### src/hw/rtl/sui_pkg.sv
package sui_pkg;

  localparam int SET_SIZE_DEF   = 20;
  localparam int VALUE_BITS_DEF = 8;

  localparam int OP_W     = 2;
  localparam int VALUE_W  = 8;
  localparam int KIND_W   = 2;
  localparam int STATUS_W = 2;
  localparam int COMMON_W = 5;
  localparam int UNION_W  = 6;

  localparam logic [OP_W-1:0] OP_INS_A  = 2'd0;
  localparam logic [OP_W-1:0] OP_INS_B  = 2'd1;
  localparam logic [OP_W-1:0] OP_REPORT = 2'd2;
  localparam logic [OP_W-1:0] OP_CLEAR  = 2'd3;

  localparam logic [KIND_W-1:0] KIND_ACK   = 2'd0;
  localparam logic [KIND_W-1:0] KIND_INTER = 2'd1;
  localparam logic [KIND_W-1:0] KIND_UNION = 2'd2;
  localparam logic [KIND_W-1:0] KIND_SUM   = 2'd3;

  localparam logic [STATUS_W-1:0] STS_ACCEPT = 2'd0;
  localparam logic [STATUS_W-1:0] STS_DUP    = 2'd1;
  localparam logic [STATUS_W-1:0] STS_FULL   = 2'd2;

  typedef enum logic [3:0] {
    CMD_NONE,
    CMD_INS_A,
    CMD_INS_B,
    CMD_CLEAR,
    CMD_START,
    CMD_REWIND,
    CMD_INTER,
    CMD_UNION_A,
    CMD_UNION_B,
    CMD_SUM
  } cmd_t;

  typedef struct packed {
    logic out_free;
    logic end_a;
    logic end_b;
  } dp_status_t;

endpackage

### src/hw/rtl/sui_datapath.sv
module sui_datapath #(
  parameter int SET_SIZE   = sui_pkg::SET_SIZE_DEF,
  parameter int VALUE_BITS = sui_pkg::VALUE_BITS_DEF
) (
  input  logic                          clk,
  input  logic                          rst,
  input  sui_pkg::cmd_t                 cmd,
  output sui_pkg::dp_status_t           dp_status,
  input  logic [sui_pkg::VALUE_W-1:0]   item_value,
  output logic                          out_valid,
  input  logic                          out_ready,
  output logic [sui_pkg::KIND_W-1:0]    kind,
  output logic [sui_pkg::VALUE_W-1:0]   element,
  output logic [sui_pkg::STATUS_W-1:0]  status,
  output logic [sui_pkg::COMMON_W-1:0]  common_count,
  output logic [sui_pkg::UNION_W-1:0]   union_count,
  output logic                          last
);

  localparam int SB = (VALUE_BITS < sui_pkg::VALUE_W) ? VALUE_BITS : sui_pkg::VALUE_W;
  localparam int FW = $clog2(SET_SIZE + 1);
  localparam int IW = (SET_SIZE > 1) ? $clog2(SET_SIZE) : 1;

  logic [SB-1:0] store_a [SET_SIZE];
  logic [SB-1:0] store_b [SET_SIZE];
  logic [FW-1:0] fill_a;
  logic [FW-1:0] fill_b;
  logic [FW-1:0] idx;
  logic [sui_pkg::COMMON_W-1:0] common;
  logic [sui_pkg::UNION_W-1:0]  uni;

  logic [SB-1:0] v;
  logic [SB-1:0] a_cur;
  logic [SB-1:0] b_cur;
  logic dup_a, dup_b, a_in_b, b_in_a;
  logic full_a, full_b;
  logic out_free;

  logic                          ld;
  logic [sui_pkg::KIND_W-1:0]    ld_kind;
  logic [sui_pkg::VALUE_W-1:0]   ld_elem;
  logic [sui_pkg::STATUS_W-1:0]  ld_status;
  logic [sui_pkg::COMMON_W-1:0]  ld_common;
  logic [sui_pkg::UNION_W-1:0]   ld_union;
  logic                          ld_last;

  assign v        = item_value[SB-1:0];
  assign a_cur    = store_a[idx[IW-1:0]];
  assign b_cur    = store_b[idx[IW-1:0]];
  assign full_a   = (fill_a == FW'(SET_SIZE));
  assign full_b   = (fill_b == FW'(SET_SIZE));
  assign out_free = !out_valid || out_ready;

  assign dp_status.out_free = out_free;
  assign dp_status.end_a    = (idx >= fill_a);
  assign dp_status.end_b    = (idx >= fill_b);

  // Parallel membership checks; only entries below the fill count take part.
  always_comb begin
    dup_a  = 1'b0;
    dup_b  = 1'b0;
    a_in_b = 1'b0;
    b_in_a = 1'b0;
    for (int i = 0; i < SET_SIZE; i++) begin
      if (FW'(i) < fill_a) begin
        dup_a  = dup_a  | (store_a[i] == v);
        b_in_a = b_in_a | (store_a[i] == b_cur);
      end
      if (FW'(i) < fill_b) begin
        dup_b  = dup_b  | (store_b[i] == v);
        a_in_b = a_in_b | (store_b[i] == a_cur);
      end
    end
  end

  always_comb begin
    ld        = 1'b0;
    ld_kind   = sui_pkg::KIND_ACK;
    ld_elem   = '0;
    ld_status = sui_pkg::STS_ACCEPT;
    ld_common = '0;
    ld_union  = '0;
    ld_last   = 1'b0;
    case (cmd)
      sui_pkg::CMD_INS_A: begin
        ld        = 1'b1;
        ld_last   = 1'b1;
        ld_status = dup_a ? sui_pkg::STS_DUP :
                    full_a ? sui_pkg::STS_FULL : sui_pkg::STS_ACCEPT;
      end
      sui_pkg::CMD_INS_B: begin
        ld        = 1'b1;
        ld_last   = 1'b1;
        ld_status = dup_b ? sui_pkg::STS_DUP :
                    full_b ? sui_pkg::STS_FULL : sui_pkg::STS_ACCEPT;
      end
      sui_pkg::CMD_CLEAR: begin
        ld      = 1'b1;
        ld_last = 1'b1;
      end
      sui_pkg::CMD_INTER: begin
        ld      = a_in_b;
        ld_kind = sui_pkg::KIND_INTER;
        ld_elem = sui_pkg::VALUE_W'(a_cur);
      end
      sui_pkg::CMD_UNION_A: begin
        ld      = 1'b1;
        ld_kind = sui_pkg::KIND_UNION;
        ld_elem = sui_pkg::VALUE_W'(a_cur);
      end
      sui_pkg::CMD_UNION_B: begin
        ld      = !b_in_a;
        ld_kind = sui_pkg::KIND_UNION;
        ld_elem = sui_pkg::VALUE_W'(b_cur);
      end
      sui_pkg::CMD_SUM: begin
        ld        = 1'b1;
        ld_kind   = sui_pkg::KIND_SUM;
        ld_common = common;
        ld_union  = uni;
        ld_last   = 1'b1;
      end
      default: begin
        ld = 1'b0;
      end
    endcase
  end

  // Set stores: append at the fill position, no reset.
  always_ff @(posedge clk) begin
    if (cmd == sui_pkg::CMD_INS_A && !dup_a && !full_a) begin
      store_a[fill_a[IW-1:0]] <= v;
    end
    if (cmd == sui_pkg::CMD_INS_B && !dup_b && !full_b) begin
      store_b[fill_b[IW-1:0]] <= v;
    end
  end

  always_ff @(posedge clk) begin
    if (rst) begin
      fill_a    <= '0;
      fill_b    <= '0;
      idx       <= '0;
      common    <= '0;
      uni       <= '0;
      out_valid <= 1'b0;
    end else begin
      if (ld) begin
        out_valid <= 1'b1;
      end else if (out_ready) begin
        out_valid <= 1'b0;
      end
      case (cmd)
        sui_pkg::CMD_INS_A: begin
          if (!dup_a && !full_a) fill_a <= fill_a + 1'b1;
        end
        sui_pkg::CMD_INS_B: begin
          if (!dup_b && !full_b) fill_b <= fill_b + 1'b1;
        end
        sui_pkg::CMD_CLEAR: begin
          fill_a <= '0;
          fill_b <= '0;
        end
        sui_pkg::CMD_START: begin
          idx    <= '0;
          common <= '0;
          uni    <= '0;
        end
        sui_pkg::CMD_REWIND: begin
          idx <= '0;
        end
        sui_pkg::CMD_INTER: begin
          idx <= idx + 1'b1;
          if (a_in_b) common <= common + 1'b1;
        end
        sui_pkg::CMD_UNION_A: begin
          idx <= idx + 1'b1;
          uni <= uni + 1'b1;
        end
        sui_pkg::CMD_UNION_B: begin
          idx <= idx + 1'b1;
          if (!b_in_a) uni <= uni + 1'b1;
        end
        default: begin
          idx <= idx;
        end
      endcase
    end
  end

  // Output register payload.
  always_ff @(posedge clk) begin
    if (ld) begin
      kind         <= ld_kind;
      element      <= ld_elem;
      status       <= ld_status;
      common_count <= ld_common;
      union_count  <= ld_union;
      last         <= ld_last;
    end
  end

  a_fill_bound: assert property (@(posedge clk) disable iff (rst)
    (fill_a <= FW'(SET_SIZE)) && (fill_b <= FW'(SET_SIZE)))
    else $error("set fill count beyond capacity");

  a_no_overwrite: assert property (@(posedge clk) disable iff (rst)
    ld |-> out_free)
    else $error("result loaded over a pending item");

  a_ins_b_grows: assert property (@(posedge clk) disable iff (rst)
    (cmd == sui_pkg::CMD_INS_B && !dup_b && !full_b) |=>
      (fill_b == FW'($past(fill_b) + 1'b1)))
    else $error("accepted insert into B did not grow the set");

endmodule

### src/hw/rtl/sui_ctrl.sv
module sui_ctrl (
  input  logic                       clk,
  input  logic                       rst,
  input  logic                       in_valid,
  output logic                       in_ready,
  input  logic [sui_pkg::OP_W-1:0]   opcode,
  input  sui_pkg::dp_status_t        dp_status,
  output sui_pkg::cmd_t              cmd
);

  typedef enum logic [4:0] {
    S_IDLE  = 5'b00001,
    S_INTER = 5'b00010,
    S_UA    = 5'b00100,
    S_UB    = 5'b01000,
    S_SUM   = 5'b10000
  } state_t;

  state_t state;
  state_t state_next;

  always_comb begin
    state_next = state;
    cmd        = sui_pkg::CMD_NONE;
    in_ready   = 1'b0;
    case (state)
      S_IDLE: begin
        in_ready = dp_status.out_free;
        if (in_valid && dp_status.out_free) begin
          case (opcode)
            sui_pkg::OP_INS_A: cmd = sui_pkg::CMD_INS_A;
            sui_pkg::OP_INS_B: cmd = sui_pkg::CMD_INS_B;
            sui_pkg::OP_CLEAR: cmd = sui_pkg::CMD_CLEAR;
            sui_pkg::OP_REPORT: begin
              cmd        = sui_pkg::CMD_START;
              state_next = S_INTER;
            end
            default: cmd = sui_pkg::CMD_NONE;
          endcase
        end
      end
      S_INTER: begin
        if (dp_status.out_free) begin
          if (dp_status.end_a) begin
            cmd        = sui_pkg::CMD_REWIND;
            state_next = S_UA;
          end else begin
            cmd = sui_pkg::CMD_INTER;
          end
        end
      end
      S_UA: begin
        if (dp_status.out_free) begin
          if (dp_status.end_a) begin
            cmd        = sui_pkg::CMD_REWIND;
            state_next = S_UB;
          end else begin
            cmd = sui_pkg::CMD_UNION_A;
          end
        end
      end
      S_UB: begin
        if (dp_status.end_b) begin
          state_next = S_SUM;
        end else if (dp_status.out_free) begin
          cmd = sui_pkg::CMD_UNION_B;
        end
      end
      S_SUM: begin
        if (dp_status.out_free) begin
          cmd        = sui_pkg::CMD_SUM;
          state_next = S_IDLE;
        end
      end
      default: begin
        state_next = S_IDLE;
      end
    endcase
  end

  always_ff @(posedge clk) begin
    if (rst) begin
      state <= S_IDLE;
    end else begin
      state <= state_next;
    end
  end

  a_report_starts: assert property (@(posedge clk) disable iff (rst)
    (state == S_IDLE && in_valid && in_ready && opcode == sui_pkg::OP_REPORT) |=>
      (state == S_INTER))
    else $error("report item did not start the intersection pass");

  a_inter_to_union: assert property (@(posedge clk) disable iff (rst)
    (state == S_INTER && dp_status.out_free && dp_status.end_a) |=> (state == S_UA))
    else $error("intersection pass did not hand over to union pass");

  a_sum_ends: assert property (@(posedge clk) disable iff (rst)
    (state == S_SUM && dp_status.out_free) |=> (state == S_IDLE))
    else $error("summary emitted without returning to idle");

endmodule

### src/hw/rtl/set_union_intersection_core.sv
// Two small sets A and B of distinct values, held in registers. An insert or
// clear item is answered by a single acknowledge; a new item is taken every
// cycle as long as results are taken. A report item walks the stored entries
// through a single read position shared by both sets, one entry per cycle
// while results are taken, comparing it against the other set in parallel,
// and emits the intersection (A order), the union (A, then B minus A) and a
// closing summary with both counts. No new item is taken during a report.
module set_union_intersection_core #(
  parameter int SET_SIZE   = sui_pkg::SET_SIZE_DEF,
  parameter int VALUE_BITS = sui_pkg::VALUE_BITS_DEF
) (
  input  logic                          clk,
  input  logic                          rst,
  input  logic                          in_valid,
  output logic                          in_ready,
  input  logic [sui_pkg::OP_W-1:0]      opcode,
  input  logic [sui_pkg::VALUE_W-1:0]   item_value,
  output logic                          out_valid,
  input  logic                          out_ready,
  output logic [sui_pkg::KIND_W-1:0]    kind,
  output logic [sui_pkg::VALUE_W-1:0]   element,
  output logic [sui_pkg::STATUS_W-1:0]  status,
  output logic [sui_pkg::COMMON_W-1:0]  common_count,
  output logic [sui_pkg::UNION_W-1:0]   union_count,
  output logic                          last
);

  sui_pkg::cmd_t       cmd;
  sui_pkg::dp_status_t dp_status;

  sui_ctrl u_ctrl (
    .clk       (clk),
    .rst       (rst),
    .in_valid  (in_valid),
    .in_ready  (in_ready),
    .opcode    (opcode),
    .dp_status (dp_status),
    .cmd       (cmd)
  );

  sui_datapath #(
    .SET_SIZE   (SET_SIZE),
    .VALUE_BITS (VALUE_BITS)
  ) u_datapath (
    .clk          (clk),
    .rst          (rst),
    .cmd          (cmd),
    .dp_status    (dp_status),
    .item_value   (item_value),
    .out_valid    (out_valid),
    .out_ready    (out_ready),
    .kind         (kind),
    .element      (element),
    .status       (status),
    .common_count (common_count),
    .union_count  (union_count),
    .last         (last)
  );

endmodule

### config.mk
export PLATFORM = sky130hd
export DESIGN_NAME = set_union_intersection_core
export DESIGN_NICKNAME = d
export VERILOG_FILES = /design/src/hw/rtl/sui_pkg.sv /design/src/hw/rtl/sui_datapath.sv /design/src/hw/rtl/sui_ctrl.sv /design/src/hw/rtl/set_union_intersection_core.sv
export SDC_FILE = /design/constraint.sdc
export NUM_CORES = 1
export LEC_CHECK = 0
export BUFFER_PORTS_ARGS = -buffer_cell sky130_fd_sc_hd__buf_2
export CORE_AREA = 4 4 259 261
export CTS_BUF_LIST = sky130_fd_sc_hd__clkbuf_4
export DETAILED_ROUTE_END_ITERATION = 8
export DIE_AREA = 0 0 263 265
export SLEW_MARGIN = 10
export SYNTH_ARGS = -nofsm -noshare
export SYNTH_HDL_FRONTEND = slang
export SYNTH_SLANG_ARGS = --single-unit
### constraint.sdc
create_clock -name clk -period 10.8 [get_ports clk]
set_clock_uncertainty 0.2 [all_clocks]
set_input_delay 2.16 -clock clk [delete_from_list [all_inputs] [get_ports clk]]
set_output_delay 2.16 -clock clk [all_outputs]
set_load 0.01 [all_outputs]
==> impl_metrics.env, run 1 <==
export IMPL_tns_ns=0
export IMPL_via_count=21600
export IMPL_rsz0062_at_grt="no"
export IMPL_cts_setup_buffers=0
export IMPL_crit_fanout=128
export IMPL_start_util_pct=48.8
export IMPL_overflow=0
export IMPL_layout_common_cells="edfxtp_1 (536), xnor2_1 (331), xor2_1 (296)"
export IMPL_clk_latency_ns=1.01
export IMPL_post_route_util_pct=53.2
export IMPL_htreeDepth=4
export IMPL_p_int_uw=3730
export IMPL_wire_per_inst_microns=28.6
export IMPL_cts_hold_buffers_added=0
export IMPL_first_pass_iters=5
export IMPL_avgViaCountPerCell=6.22
export IMPL_seq_power_share_pct=48.3
export IMPL_dp_hpwl_microns=65300
export IMPL_worst_setup_path_start_kind="register"
export IMPL_die_area_sq_um=69700
export IMPL_syn_inst=2396
export IMPL_final_cells=3477
export IMPL_ys_async_sr_fraction_pct=0
export IMPL_period_share_pct=63.1
export IMPL_worstMarginPinSlew_ns=1.26
export IMPL_ys_ff_latch=573
export IMPL_setup_viol=0
export IMPL_p_switching_uw=1500
export IMPL_critical_path_arrival_ns=7.47
export IMPL_syn2layout_area_growth_pct=8.98
export IMPL_first_iter_violations=2467
export IMPL_io_pins=40
export IMPL_clkPwrFrac_pct=36.4
export IMPL_synth_ff_type="edfxtp_1"
export IMPL_yosys_warnings=0
export IMPL_clock_sinks=573
export IMPL_status="finished clean"
export IMPL_core_sq_um=64500
export IMPL_endpoint_kind="register"
export IMPL_ff2ff_setup_slack_ns=3.99
export IMPL_netlist_area_sq_um=31500
export IMPL_period_needed_ns=6.81
export IMPL_grt_pass1_wl_microns=146000
export IMPL_track_usage_pct=28.0
export IMPL_hp_start="u_datapath.uni[4]$_SDFFE_PP0P_"
export IMPL_yosysSeqAreaShare_pct=53.5
export IMPL_drv_cap=0
export IMPL_max_slew_margin_pct=15.8
export IMPL_hold_path_depth=1
export IMPL_drc=0
export IMPL_r2r_end="u_datapath.out_valid$_SDFFE_PP0P_"
export IMPL_synth_area_per_cell_sq_um=13.1
export IMPL_fp_dieW_microns=263
export IMPL_fmax_mhz=147
export IMPL_peakVddDrop_v=0.0000637
export IMPL_cts_root_buf="clkbuf_4"
export IMPL_yosys_cell_types_count=72
export IMPL_cts_tree="yes"
export IMPL_routabilityCongestion=0.943
export IMPL_dp_cells=3199
export IMPL_port_buffers=39
export IMPL_cp_data_required_time_ns=11.46
export IMPL_drv_slew=0
export IMPL_cts_made_buffers=154
export IMPL_critPathKind="register to register"
export IMPL_grt_pass1_vias=21400
export IMPL_clock_path_buffers=3
export IMPL_final_common_cell="edfxtp_1"
export IMPL_postRouteAntennaNets=0
export IMPL_synth_enable_flop_cells=536
export IMPL_swShare_pct=28.7
export IMPL_worstHoldPathType="register to register"
export IMPL_antenna_found_initial=5
export IMPL_combPwrFrac_pct=15.2
export IMPL_path_clk_slew_ns=0.07
export IMPL_die_h_microns=265
export IMPL_drt_total_wl_microns=99400
export IMPL_ff2ff_path_depth=13
export IMPL_drive_above_1_share_pct=17.2
export IMPL_ctsResizeCount=0
export IMPL_min_to="u_datapath.uni[4]$_SDFFE_PP0P_"
export IMPL_hold_violations=0
export IMPL_power_density_nw_per_um2=153
export IMPL_power_leakage_uw=0.0109
export IMPL_grt_max_degree=129
export IMPL_rows=93
export IMPL_num_fill_cells=5516
export IMPL_layout_nets=2540
power groups by stage:
stage / clock network (uW) / logic (uW) / registers [uW]
finish: 1910 / 797 / 2530
global route: 2080 / 848 / 2540
CTS: 1950 / 790 / 2530
detailed placement: 0 / 787 / 2580
global placement: 0 / 777 / 2580
floorplan: 0 / 522 / 2570
layer usage:
metal	routed length (microns)	vias to the layer above	global-route usage, %
met5	24	-	0
met4	3430	4	10.6
met3	8750	220	6.09
met2	44300	1203	42.2
met1	42900	11000	40.2
li1	-	9237	-
synthesized netlist by cell type, types with 4 or more instances:
library cell / count / area [sq um]
o32ai_1: 4 / 35.0
o21a_1: 7 / 52.6
nor4_1: 78 / 488
xnor2_1: 331 / 2900
o22a_1: 4 / 35.0
nor3_1: 42 / 210
mux4_2: 82 / 1850
nand4_1: 68 / 425
xor2_1: 296 / 2590
or3_1: 14 / 87.6
inv_1: 30 / 113
nor2b_1: 8 / 50.1
edfxtp_1: 536 / 16100
buf_4: 14 / 105
nor2_1: 106 / 398
o2111ai_1: 10 / 87.6
a21oi_1: 62 / 310
clkbuf_1: 57 / 214
nand2_1: 59 / 221
a21o_1: 9 / 67.6
or2_2: 7 / 43.8
ha_1: 26 / 325
buf_6: 22 / 248
a22oi_1: 54 / 405
dfxtp_1: 37 / 741
or4_1: 5 / 37.5
a22o_1: 5 / 43.8
and3_1: 26 / 163
o22ai_1: 13 / 81.3
nor4_4: 5 / 106
o21ai_0: 38 / 190
mux2i_4: 4 / 90.1
and2_1: 8 / 50.1
nand3_1: 60 / 300
a31oi_1: 16 / 100
mux2i_1: 122 / 1220
nand2b_1: 12 / 75.1
buf_2: 49 / 245
mux2_2: 13 / 146
a211oi_1: 5 / 37.5
flip-flops by register name, indices dropped and copies added (netlist names), named ones only:
signal and cells:
u_datapath.idx 5, u_datapath.uni 6, u_ctrl.state 5, u_datapath.fill_a 5
u_datapath.element 8, u_datapath.kind 2, u_datapath.union_count 6, u_datapath.common_count 5
u_datapath.fill_b 5, u_datapath.out_valid 1, u_datapath.common 5, u_datapath.last 1
u_datapath.store_b 256, u_datapath.store_a 256, u_datapath.status 2
worst max-delay path: stages, from the launching register on:
cell and delay, ns:
dfxtp_4 0.97, buf_12 0.74, mux4_2 0.65, mux2_2 0.31
o22ai_1 0.18, buf_4 0.31, or2_2 0.70, xnor2_1 0.18
or4_1 0.14, nor4_1 0.06, nor4_1 0.88, a31oi_4 0.28
or3_4 0.62, o21a_1 0.22
through the flow:
stage | power, uW | area, sq um | setup WS, ns | hold slack [ns]
after floorplan | 3100 | 31500 | 5.00 | 0.255
after global placement | 3360 | 32300 | 3.29 | 0.280
after detailed placement | 3370 | 32300 | 3.17 | 0.290
after CTS | 5270 | 34300 | 3.94 | 0.299
after global routing | 5470 | 34300 | 3.79 | 0.339
final | 5240 | 34300 | 3.99 | 0.308
logic make-up after synthesis:
| family | count (synthesis) | share of synthesized area (%) |
|---|---|---|
| AO/OA/AOI/OAI | 255 | 5.41 |
| adder cells (fa/ha/maj) | 26 | 1.03 |
| multiplexers | 221 | 10.5 |
| AND/OR/NAND/NOR | 512 | 8.82 |
| buffers and inverters | 181 | 3.22 |
| XOR/XNOR | 627 | 17.5 |
| flip-flops | 573 | 53.5 |
| other | 1 | 0.0119 |
worst max path at each step:
stage	from	end	slack, ns	depth (start not counted)
6_report	register	u_datapath.out_valid$_SDFFE_PP0P_	3.99	13
5_1_grt	register	u_datapath.out_valid$_SDFFE_PP0P_	3.79	13
4_1_cts	register	u_datapath.out_valid$_SDFFE_PP0P_	3.94	13
3_5_place_dp	item_value[5]	u_datapath.store_b[30][6]$_DFFE_PP_	3.17	13
3_3_place_gp	item_value[1]	u_datapath.store_b[27][6]$_DFFE_PP_	3.29	12
2_1_floorplan	item_value[5]	u_datapath.store_a[15][0]$_DFFE_PP_	5.00	12
area by class of cell:
class                      instances  area, sq um  area share (%)
inverter                          32          120           0.350
timing repair buffer              82          601            1.75
antenna                            4         10.0          0.0292
clock buffer                     216         1620            4.73
multi-input combinational       1657        13700            40.0
sequential                       573        16800            49.1
tap                              855         1070            3.12
clock inverter                    58          303           0.883
Power figures use the tool's default switching activity.
==> inputs of run 2 (changes only) <==
--- a/config.mk
+++ b/config.mk
@@ -5,11 +5,12 @@
 export SDC_FILE = /design/constraint.sdc
 export NUM_CORES = 1
 export LEC_CHECK = 0
+export ABC_AREA = 1
 export BUFFER_PORTS_ARGS = -buffer_cell sky130_fd_sc_hd__buf_2
-export CORE_AREA = 4 4 259 261
+export CORE_AREA = 4 4 271 273
 export CTS_BUF_LIST = sky130_fd_sc_hd__clkbuf_4
 export DETAILED_ROUTE_END_ITERATION = 8
-export DIE_AREA = 0 0 263 265
+export DIE_AREA = 0 0 275 277
 export SLEW_MARGIN = 10
 export SYNTH_ARGS = -nofsm -noshare
 export SYNTH_HDL_FRONTEND = slang
==> constraint.sdc (replaced) <==
create_clock -name clk -period 6.3 [get_ports clk]
set_clock_uncertainty 0.2 [all_clocks]
set_input_delay 1.26 -clock clk [delete_from_list [all_inputs] [get_ports clk]]
set_output_delay 1.26 -clock clk [all_outputs]
set_load 0.01 [all_outputs]
==> impl_metrics.env, run 2 <==
export IMPL_power_leakage_uw=0.0151
export IMPL_yosys_warnings=0
export IMPL_post_route_util_pct=52.9
export IMPL_track_usage_pct=32.3
export IMPL_layout_common_cells="nand2_1 (1315), nand3_1 (570), edfxtp_1 (536)"
export IMPL_critical_path_arrival_ns=5.77
export IMPL_grt_max_degree=129
export IMPL_p_switching_uw=3680
export IMPL_hp_start="u_datapath.uni[5]$_SDFFE_PP0P_"
export IMPL_worstMarginPinSlew_ns=1.14
export IMPL_drive_above_1_share_pct=10.7
export IMPL_cts_made_buffers=156
export IMPL_ff2ff_path_depth=19
export IMPL_die_h_microns=277
export IMPL_ys_ff_latch=573
export IMPL_hold_slack_ns=0.269
export IMPL_worstHoldPathType="register to register"
export IMPL_postRouteAntennaNets=0
export IMPL_period_share_pct=86.0
export IMPL_routabilityCongestion=0.962
export IMPL_critPathKind="register to register"
export IMPL_power_density_nw_per_um2=279
export IMPL_peakVddDrop_v=0.000204
export IMPL_busiest_layer="met2"
export IMPL_cp_data_required_time_ns=6.65
export IMPL_tns_ns=0
export IMPL_use_met1_pct=43.9
export IMPL_period_needed_ns=5.42
export IMPL_min_to="u_datapath.uni[5]$_SDFFE_PP0P_"
export IMPL_antenna_found_initial=3
export IMPL_htreeDepth=4
export IMPL_netlist_area_sq_um=34500
export IMPL_first_pass_iters=6
export IMPL_max_slew_margin_pct=24.2
export IMPL_yosysTopAreaCellShare_pct=46.6
export IMPL_swShare_pct=35.1
export IMPL_cts_tree="yes"
export IMPL_layout_nets=4240
export IMPL_fp_dieW_microns=275
export IMPL_rsz0062_at_grt="no"
export IMPL_seq_power_share_pct=42.4
export IMPL_synth_area_per_cell_sq_um=8.43
export IMPL_crit_fanout=121
export IMPL_hold_violations=0
export IMPL_ctsResizeCount=0
export IMPL_ys_async_sr_fraction_pct=0
export IMPL_synth_most_common_cell="nand2_1"
export IMPL_path_clk_slew_ns=0.06
export IMPL_r2r_end="u_datapath.element[2]$_DFFE_PP_"
export IMPL_use_met2_pct=48.7
export IMPL_dp_cells=4992
export IMPL_first_iter_violations=4226
export IMPL_clk_latency_ns=1.06
export IMPL_final_cells=5275
export IMPL_via_count=30700
export IMPL_synth_enable_flop_cells=536
export IMPL_yosys_cell_types_count=62
export IMPL_cts_root_buf="clkbuf_4"
export IMPL_start_util_pct=48.5
export IMPL_status="finished clean"
export IMPL_cts_hold_buffers_added=0
export IMPL_die_area_sq_um=76200
export IMPL_synth_top_area_cell="edfxtp_1"
export IMPL_register_area_sq_um=16800
export IMPL_combPwrFrac_pct=25.0
export IMPL_ff2ff_setup_slack_ns=0.88
export IMPL_cts_setup_buffers=0
export IMPL_drc=0
export IMPL_final_common_cell="nand2_1"
export IMPL_grt_use_met3_pct=7.40
export IMPL_overflow=0
export IMPL_clock_path_buffers=3
export IMPL_syn2layout_area_growth_pct=8.99
export IMPL_wire_per_inst_microns=23.7
export IMPL_fmax_mhz=185
export IMPL_port_buffers=39
export IMPL_clkPwrFrac_pct=32.6
export IMPL_grt_pass1_wl_microns=183000
export IMPL_clock_sinks=573
export IMPL_multi_input_area_sq_um=15600
export IMPL_setup_viol=0
export IMPL_power_uw=10500
export IMPL_num_fill_cells=6841
export IMPL_drv_cap=0
export IMPL_io_pins=40
export IMPL_core_sq_um=71100
export IMPL_dp_hpwl_microns=81600
export IMPL_hold_path_depth=2
export IMPL_endpoint_kind="register"
export IMPL_drv_slew=0
export IMPL_worst_setup_path_start_kind="register"
export IMPL_rows=98
export IMPL_grt_pass1_vias=28400
export IMPL_synth_commonest_cells="nand2_1 (1315), nand3_1 (570), edfxtp_1 (536)"
export IMPL_avgViaCountPerCell=5.83
export IMPL_yosysSeqAreaShare_pct=48.8
export IMPL_syn_inst=4091
export IMPL_drt_total_wl_microns=125000
export IMPL_synth_ff_type="edfxtp_1"
export IMPL_synthTopCellsByArea="edfxtp_1 (47%), nand2_1 (14%), nand3_1 (8.3%), xor2_1 (5.1%), nor2_1 (4.1%)"
export IMPL_p_int_uw=6830
## run 2: cell families (layout without fill, tap and decap cells)
group	Yosys count	count (layout)	synth area share [%]
AND/OR/NAND/NOR	2496	2496	31.5
XOR/XNOR	340	340	8.63
other	1	23	0.0109
AO/OA/AOI/OAI	225	225	3.84
buffers and inverters	430	642	6.27
adder cells (fa/ha/maj)	26	26	0.943
flip-flops	573	573	48.8
## run 2: worst max path at each step
stage / to / slack [ns] / startpoint
floorplan: u_datapath.store_a[10][0]$_DFFE_PP_ / 2.27 / item_value[2]
finish: u_datapath.element[2]$_DFFE_PP_ / 0.88 / register
global placement: u_datapath.store_a[25][2]$_DFFE_PP_ / 0.82 / item_value[0]
CTS: u_datapath.common_count[1]$_SDFFCE_PN0P_ / 0.95 / register
detailed placement: u_datapath.element[2]$_DFFE_PP_ / 0.96 / register
global route: u_datapath.out_valid$_SDFFE_PP0P_ / 0.56 / register
## run 2: metrics by stage
stage / setup WS [ns] / area (sq um)
after floorplan: 2.27 / 34600
after detailed placement: 0.961 / 35600
after global routing: 0.556 / 37600
final: 0.881 / 37600
after CTS: 0.954 / 37600
after global placement: 0.821 / 35600
## run 2: area by class of cell
| type | count | area share (%) |
|---|---|---|
| Inverter | 223 | 2.25 |
| Clock buffer | 221 | 4.41 |
| Sequential cell | 573 | 44.8 |
| Tap cell | 950 | 3.16 |
| Timing Repair Buffer | 143 | 3.01 |
| Antenna cell | 7 | 0.0466 |
| Clock inverter | 55 | 0.922 |
| Multi-Input combinational cell | 3103 | 41.4 |
## run 2: power groups by stage
stage / logic (uW) / clock network, uW / registers (uW)
CTS: 2550 / 3480 / 4450
floorplan: 1670 / 0 / 4550
global route: 2810 / 3680 / 4470
detailed placement: 2540 / 0 / 4530
global placement: 2520 / 0 / 4530
finish: 2630 / 3430 / 4460
## run 2: critical path, stage by stage (launching register included)
cell and delay [ns]:
dfxtp_4 0.45, inv_8 0.54, nand2_1 0.12, nand3_1 0.11
nand3_1 0.18, nand2_1 0.21, nand2_1 0.14, nand3_2 0.16
nand2_1 0.67, buf_4 0.45, o21ai_0 0.16, nor2_1 0.06
nand3_1 0.06, nor2_1 0.04, nor2_1 0.19, nand2_1 0.09
nor2_1 0.11, nand3_2 0.20, nand2_4 0.18, nand3_2 0.53
## run 2: metal layers
metal	part of all wire, %	vias up
met5	0	-
li1	-	14000
met1	39	14400
met4	5.3	0
met3	11	425
met2	44	1899
